$ cat src/rtl/core/tecf_pkg.sv
package tecf_pkg;

    // action codes carried by each input item
    typedef enum logic [1:0] {
        ACT_EDGE   = 2'd0,
        ACT_PERIOD = 2'd1,
        ACT_POP    = 2'd2,
        ACT_STATUS = 2'd3
    } t_action;

    // sticky flag bit positions
    localparam int FLAG_A_RISE = 0;
    localparam int FLAG_A_FALL = 1;
    localparam int FLAG_B_RISE = 2;
    localparam int FLAG_B_FALL = 3;

    // ring entries, a power of two
    localparam int LOG_DEPTH = 64;
    localparam int FILL_W    = $clog2(LOG_DEPTH) + 1;

    // configuration register indexes (byte address / 4)
    localparam logic REG_PIN_A = 1'b0;
    localparam logic REG_PIN_B = 1'b1;

    localparam logic [7:0] PIN_A_RESET = 8'd0;
    localparam logic [7:0] PIN_B_RESET = 8'd1;

    typedef struct packed {
        t_action     action;
        logic [7:0]  pin;
        logic        level;
        logic [31:0] time_us;
    } t_in_item;

    typedef struct packed {
        logic [31:0]       entry_time;
        logic [31:0]       entry_period;
        logic [7:0]        entry_pin;
        logic              entry_level;
        logic              entry_valid;
        logic              pushed_ok;
        logic [31:0]       drop_total;
        logic [3:0]        seen_flags;
        logic [31:0]       periods_total;
        logic [31:0]       last_period_time;
        logic [FILL_W-1:0] fill_count;
    } t_out_item;

    // one ring entry as held in the memory
    typedef struct packed {
        logic [31:0] time_us;
        logic [31:0] period;
        logic [7:0]  pin;
        logic        level;
    } t_entry;

endpackage

$ cat src/rtl/core/tecf_ram.sv
module tecf_ram
    import tecf_pkg::*;
#(
    parameter int DEPTH = 64
) (
    input  logic                     i_clk,
    input  logic                     i_we,
    input  logic [$clog2(DEPTH)-1:0] i_waddr,
    input  t_entry                   i_wdata,
    input  logic                     i_re,
    input  logic [$clog2(DEPTH)-1:0] i_raddr,
    output t_entry                   o_rdata
);

    t_entry r_mem [DEPTH];
    t_entry r_rdata;

    always_ff @(posedge i_clk) begin
        if (i_we) begin
            r_mem[i_waddr] <= i_wdata;
        end
    end

    always_ff @(posedge i_clk) begin
        if (i_re) begin
            r_rdata <= r_mem[i_raddr];
        end
    end

    assign o_rdata = r_rdata;

endmodule

$ cat src/rtl/core/timestamped_edge_capture_fifo_unit.sv
// the result of an item is strobed in the cycle after start is taken
// throughput: one item per cycle while busy is low
// a pop reads the oldest slot at the accept edge and the registered word is the result
// reset (i_rst_n low, synchronous) empties the ring and clears counters, flags and period data;
// busy is high during reset and for the first cycle after; the receiver cannot stall
module timestamped_edge_capture_fifo_unit
    import tecf_pkg::*;
(
    input  logic        i_clk,
    input  logic        i_rst_n,
    input  logic        start,
    output logic        busy,
    input  t_in_item    i_item,
    output logic        o_strobe,
    output t_out_item   o_result,
    input  logic        psel,
    input  logic        penable,
    input  logic        pwrite,
    input  logic [2:0]  paddr,
    input  logic [31:0] pwdata,
    output logic [31:0] prdata,
    output logic        pready
);

    localparam int AW = $clog2(LOG_DEPTH);
    localparam int PW = AW + 1;

    logic          r_busy;
    logic          r_strobe;
    logic [7:0]    r_pin_a;
    logic [7:0]    r_pin_b;
    logic [PW-1:0] r_wr_ptr;
    logic [PW-1:0] r_rd_ptr;
    logic [31:0]   r_drop;
    logic [3:0]    r_flags;
    logic [31:0]   r_per_cnt;
    logic [31:0]   r_per_time;
    logic          r_pushed;
    logic          r_pop_hit;
    logic [FILL_W-1:0] r_fill;

    logic [PW-1:0] n_wr_ptr;
    logic [PW-1:0] n_rd_ptr;
    logic [31:0]   n_drop;
    logic [3:0]    n_flags;
    logic [31:0]   n_per_cnt;
    logic [31:0]   n_per_time;
    logic          n_pushed;
    logic          n_pop_hit;

    logic          accept;
    logic          cfg_wr;
    logic [PW-1:0] fill_now;
    logic          ring_full;
    logic          ring_empty;
    logic          mem_we;
    logic          mem_re;
    t_entry        mem_wdata;
    t_entry        mem_rdata;

    assign accept     = start && !r_busy;
    assign cfg_wr     = psel && penable && pwrite;
    assign fill_now   = r_wr_ptr - r_rd_ptr;
    assign ring_full  = fill_now[AW];
    assign ring_empty = (r_wr_ptr == r_rd_ptr);

    assign mem_wdata.time_us = i_item.time_us;
    assign mem_wdata.period  = r_per_cnt;
    assign mem_wdata.pin     = i_item.pin;
    assign mem_wdata.level   = i_item.level;

    always_comb begin
        n_wr_ptr   = r_wr_ptr;
        n_rd_ptr   = r_rd_ptr;
        n_drop     = r_drop;
        n_flags    = r_flags;
        n_per_cnt  = r_per_cnt;
        n_per_time = r_per_time;
        n_pushed   = 1'b0;
        n_pop_hit  = 1'b0;
        mem_we     = 1'b0;
        mem_re     = 1'b0;
        case (i_item.action)
            ACT_EDGE: begin
                if (ring_full) begin
                    n_drop = r_drop + 32'd1;
                end else begin
                    mem_we   = accept;
                    n_wr_ptr = r_wr_ptr + PW'(1);
                    n_pushed = 1'b1;
                    // pin a wins when both registers name the same pin
                    if (i_item.pin == r_pin_a) begin
                        if (i_item.level) begin
                            n_flags[FLAG_A_RISE] = 1'b1;
                        end else begin
                            n_flags[FLAG_A_FALL] = 1'b1;
                        end
                    end else if (i_item.pin == r_pin_b) begin
                        if (i_item.level) begin
                            n_flags[FLAG_B_RISE] = 1'b1;
                        end else begin
                            n_flags[FLAG_B_FALL] = 1'b1;
                        end
                    end
                end
            end
            ACT_PERIOD: begin
                n_per_cnt  = r_per_cnt + 32'd1;
                n_per_time = i_item.time_us;
            end
            ACT_POP: begin
                if (!ring_empty) begin
                    mem_re    = accept;
                    n_rd_ptr  = r_rd_ptr + PW'(1);
                    n_pop_hit = 1'b1;
                end
            end
            ACT_STATUS: begin
            end
            default: begin
            end
        endcase
    end

    tecf_ram #(
        .DEPTH (LOG_DEPTH)
    ) u_ram (
        .i_clk   (i_clk),
        .i_we    (mem_we),
        .i_waddr (r_wr_ptr[AW-1:0]),
        .i_wdata (mem_wdata),
        .i_re    (mem_re),
        .i_raddr (r_rd_ptr[AW-1:0]),
        .o_rdata (mem_rdata)
    );

    always_ff @(posedge i_clk) begin
        if (!i_rst_n) begin
            r_busy     <= 1'b1;
            r_strobe   <= 1'b0;
            r_pin_a    <= PIN_A_RESET;
            r_pin_b    <= PIN_B_RESET;
            r_wr_ptr   <= '0;
            r_rd_ptr   <= '0;
            r_drop     <= '0;
            r_flags    <= '0;
            r_per_cnt  <= '0;
            r_per_time <= '0;
        end else begin
            r_busy   <= 1'b0;
            r_strobe <= accept;
            if (accept) begin
                r_wr_ptr   <= n_wr_ptr;
                r_rd_ptr   <= n_rd_ptr;
                r_drop     <= n_drop;
                r_flags    <= n_flags;
                r_per_cnt  <= n_per_cnt;
                r_per_time <= n_per_time;
            end
            if (cfg_wr) begin
                case (paddr[2])
                    REG_PIN_A: r_pin_a <= pwdata[7:0];
                    REG_PIN_B: r_pin_b <= pwdata[7:0];
                    default: begin
                    end
                endcase
            end
        end
    end

    // result flags, held for the strobe cycle
    always_ff @(posedge i_clk) begin
        if (accept) begin
            r_pushed  <= n_pushed;
            r_pop_hit <= n_pop_hit;
            r_fill    <= FILL_W'(n_wr_ptr - n_rd_ptr);
        end
    end

    always_comb begin
        o_result                  = '0;
        o_result.entry_time       = r_pop_hit ? mem_rdata.time_us : 32'd0;
        o_result.entry_period     = r_pop_hit ? mem_rdata.period  : 32'd0;
        o_result.entry_pin        = r_pop_hit ? mem_rdata.pin     : 8'd0;
        o_result.entry_level      = r_pop_hit && mem_rdata.level;
        o_result.entry_valid      = r_pop_hit;
        o_result.pushed_ok        = r_pushed;
        o_result.drop_total       = r_drop;
        o_result.seen_flags       = r_flags;
        o_result.periods_total    = r_per_cnt;
        o_result.last_period_time = r_per_time;
        o_result.fill_count       = r_fill;
    end

    assign o_strobe = r_strobe;
    assign busy     = r_busy;
    assign pready   = 1'b1;

    always_comb begin
        case (paddr[2])
            REG_PIN_A: prdata = {24'd0, r_pin_a};
            REG_PIN_B: prdata = {24'd0, r_pin_b};
            default:   prdata = 32'd0;
        endcase
    end

endmodule

$ cat config.mk
export PLATFORM = sky130hd
export DESIGN_NAME = timestamped_edge_capture_fifo_unit
export DESIGN_NICKNAME = d
export VERILOG_FILES = /design/src/rtl/core/tecf_pkg.sv /design/src/rtl/core/tecf_ram.sv /design/src/rtl/core/timestamped_edge_capture_fifo_unit.sv
export SDC_FILE = /design/constraint.sdc
export NUM_CORES = 2
export LEC_CHECK = 0
export BUFFER_PORTS_ARGS = -buffer_cell sky130_fd_sc_hd__buf_4
export CAP_MARGIN = 20
export CELL_PAD_IN_SITES_DETAIL_PLACEMENT = 1
export CELL_PAD_IN_SITES_GLOBAL_PLACEMENT = 1
export CORE_MARGIN = 2
export CORE_UTILIZATION = 45
export CTS_BUF_LIST = sky130_fd_sc_hd__clkbuf_4 sky130_fd_sc_hd__clkbuf_8 sky130_fd_sc_hd__clkbuf_16
export DETAILED_ROUTE_END_ITERATION = 12
export GPL_ROUTABILITY_DRIVEN = 1
export HOLD_SLACK_MARGIN = 0.12
export PLACE_DENSITY_LB_ADDON = 0.25
export SYNTH_ARGS = -nofsm -noshare
export SYNTH_HDL_FRONTEND = slang
export SYNTH_MEMORY_MAX_BITS = 65536
export SYNTH_SLANG_ARGS = --single-unit
$ cat constraint.sdc
create_clock -name i_clk -period 19.6 [get_ports i_clk]
set_input_delay 0.98 -clock i_clk [delete_from_list [all_inputs] [get_ports i_clk]]
set_output_delay 0.98 -clock i_clk [all_outputs]
set_load 0.03 [all_outputs]
==> flow_summary_export.csv <==
group,metric,value,unit
detailed_routing,drc_errors,0,
timing,rsz0062_at_grt,"no",
clock_tree,clock-sinks,4886,
critical_path,cp-startpoint,"r_rd_ptr[4]",
clock_tree,cts_tree,"done",
power_and_ir_drop,total_power,21.0,mW
power_and_ir_drop,clkPwrFrac,0.445,
yosys,syn-cell-area,185000,um^2
clock_tree,cts-buffers-inserted,480,
power_and_ir_drop,power.density,99.3,nW/um^2
yosys,async_flop_share,0,
clock_tree,clk_pin_slew_worst_paths,0.06,ns
yosys,post-synth-top-area-fraction,0.771,
yosys,synthFlopType,"edfxtp_1",
floorplan,ios,301,
power_and_ir_drop,power.switching,4.22,mW
run_status,status,"finished, final reports clean",
critical_path,crit_required,20.23,ns
yosys,synth_area_per_cell,21.7,um^2
global_routing,grt_max_degree,137,
clock_tree,hold_buffers,0,
clock_tree,root_buffer,"clkbuf_16",
critical_path,r2r_slack,12.55,ns
clock_tree,worst_skew_pair.late_latency,1.03,ns
global_routing,grt_pass1_vias,97000,
yosys,yosysMostFrequentCell,"edfxtp_1",
timing,setup_viol,0,
yosys,ys_seq_area_frac,0.785,
timing,relSlewSlack,0.0719,
power_and_ir_drop,p_sw_frac,0.201,
floorplan,die-area,417000,um^2
cells_and_area,nets,9199,
detailed_routing,first_pass_iters,6,
yosys,synth_common_cells,"edfxtp_1, mux4_2, nand2_1",
power_and_ir_drop,intPower,16.7,mW
placement,place_hpwl,306,mm
power_and_ir_drop,p_comb_frac,0.012,
power_and_ir_drop,p_leak,67.3,nW
placement,gp_congestion,0.816,
critical_path,cp.arrival,7.68,ns
clock_tree,postCtsSetupBuffers,0,
cells_and_area,layout-drive-gt1-share,0.270,
global_routing,grt_usage,0.267,
critical_path,path_max_fanout,36,
critical_path,r2r-start,"r_rd_ptr[4]",
detailed_routing,via_per_inst,6.33,
floorplan,initial_utilization,0.452,
detailed_routing,drtIter0Drc,13000,
floorplan,die_x,646,um
timing,hold_viol_final,0,
detailed_routing,wire_per_inst,37.5,um
timing,fin_ws,12.55,ns
detailed_routing,wl,562,mm
min_path,min_from,"pwdata[0]",
cells_and_area,areaGrowthSynthToFinish,14.0,%
timing,skew,0.0677,ns
power_and_ir_drop,p_seq_frac,0.544,
yosys,synth.distinct_cells,66,
yosys,ys_ff_latch,4886,
critical_path,start_kind,"flop",
global_routing,antenna_found_initial,23,
global_routing,grt_pass1_wl,777,mm
timing,min_period_over_period,0.360,
min_path,hold_path.class,"in2reg",
yosys,post_synth_inst_count,8543,
yosys,synth_warnings,0,
timing,tightest_slew,1.39,ns
timing,drv_slew,0,
yosys,yosys-top-cells-area,"edfxtp_1, mux4_2, dfxtp_1",
yosys,yosysTopAreaCell,"edfxtp_1",
detailed_routing,final_antenna_net_count,0,
job,cap_violations,0,
clock_tree,cts-htree-levels,5,
floorplan,rows,235,
clock_tree,cts_resized,0,
timing,min_period,7.05,ns
critical_path,crit_type,"reg2reg",
floorplan,die_h,646,um
floorplan,core,410000,um^2
placement,port_buffers,249,
detailed_routing,vias,94800,
timing,fmax,142,MHz
clock_tree,cts.path.max_buffers,4,
power_and_ir_drop,ir_drop,0.0852,mV
yosys,synth_edf_count,4754,
placement,pre_cts_slack,12.62,ns
global_routing,grt-ovfl-total,0,
timing,fin_setup_tns,0,ns
critical_path,crit_path_end_kind,"flop",
## power groups by stage
stage | registers (mW) | logic [mW] | clock network (mW)
floorplan | 11.6 | 0.0916 | 0
global placement | 11.6 | 0.232 | 0
detailed placement | 11.6 | 0.243 | 0
CTS | 11.4 | 0.243 | 9.43
global route | 11.4 | 0.258 | 9.80
finish | 11.4 | 0.243 | 9.32
## worst max-delay path, cell delays in order (launching register included)
cell	delay, ns
dfxtp_4	0.83
inv_2	0.44
ha_1	0.44
and3_1	0.19
o21ai_0	0.38
and4_1	0.27
buf_4	0.29
o21ai_4	0.30
or4_1	0.89
nor2_4	0.77
buf_4	0.83
buf_4	0.85
## per-layer routing
layer / global-route usage / up-vias / part of all wire
li1: - / 37200 / -
met1: 0.366 / 51600 / 0.39
met2: 0.430 / 4999 / 0.48
met3: 0.0504 / 973 / 0.087
met4: 0.0985 / 12 / 0.043
met5: 0 / - / 0.00015
## layout make-up
class | count | area (um^2)
clock buffer | 587 | 13000
sequential | 4886 | 145000
antenna | 12 | 30.0
timing repair buffer | 552 | 4480
clock inverter | 312 | 2960
inverter | 24 | 110
fill | 35900 | 199000
multi-input combinational | 3154 | 38300
tap | 5451 | 6820
## final timing paths
check                   endpoint  cells after the start
max          u_ram.r_mem[40][42]                     11
min                   r_pin_b[0]                      3
max reg2reg  u_ram.r_mem[40][42]                     11
min reg2reg       r_per_time[23]                      2
## per-stage QoR
step | util | instances | cell area [um^2] | hold slack (ns)
CTS | 0.515 | 15000 | 211000 | 0.126
detailed placement | 0.476 | 14100 | 195000 | 0.453
global route | 0.515 | 15000 | 211000 | 0.186
finish | 0.515 | 15000 | 211000 | 0.200
floorplan | - | 8566 | 185000 | 0.458
global placement | 0.475 | 14100 | 195000 | 0.438
## flip-flops by register name (all words and copies together), names as in the netlist, 8 cells and up, named ones only
name / flops
u_ram.r_mem: 4672
r_per_cnt: 32
r_pin_b: 8
u_ram.o_rdata: 73
r_drop: 32
r_per_time: 32
r_pin_a: 8
## placed cells by master (no fill, tap or decap), types with 32 or more instances in the layout
cell type | synthesis | layout
xnor2_1 | 37 | 37
a221oi_1 | 62 | 62
buf_4 | 28 | 526
edfxtp_1 | 4754 | 4754
nor2_4 | 0 | 43
clkbuf_16 | 0 | 486
o22ai_1 | 178 | 178
mux2i_1 | 202 | 202
and2_1 | 89 | 88
a21oi_1 | 107 | 107
clkbuf_4 | 0 | 94
clkinv_1 | 1 | 131
nor2_1 | 113 | 68
nor3_1 | 80 | 61
xor2_1 | 34 | 34
a22oi_1 | 206 | 206
a22o_1 | 45 | 45
nand3_1 | 87 | 86
dfxtp_2 | 0 | 33
nand2_1 | 360 | 352
clkinv_2 | 0 | 88
nand4_1 | 39 | 39
o21ai_0 | 43 | 42
mux4_2 | 1076 | 1076
dfxtp_1 | 132 | 94
and3_1 | 34 | 32
bufinv_16 | 0 | 45
## cell families after synthesis
kind of cell	Yosys count	synth area share
buffers and inverters	526	0.0122
DFF	4886	0.785
xor gates and xnor gates	71	0.00336
adders and majority gates	17	0.00119
muxes	1292	0.143
AOI/OAI and AO/OA	811	0.0310
and+or+nand+nor	938	0.0246
other	2	0.0000405
Power figures use the tool's default switching activity.
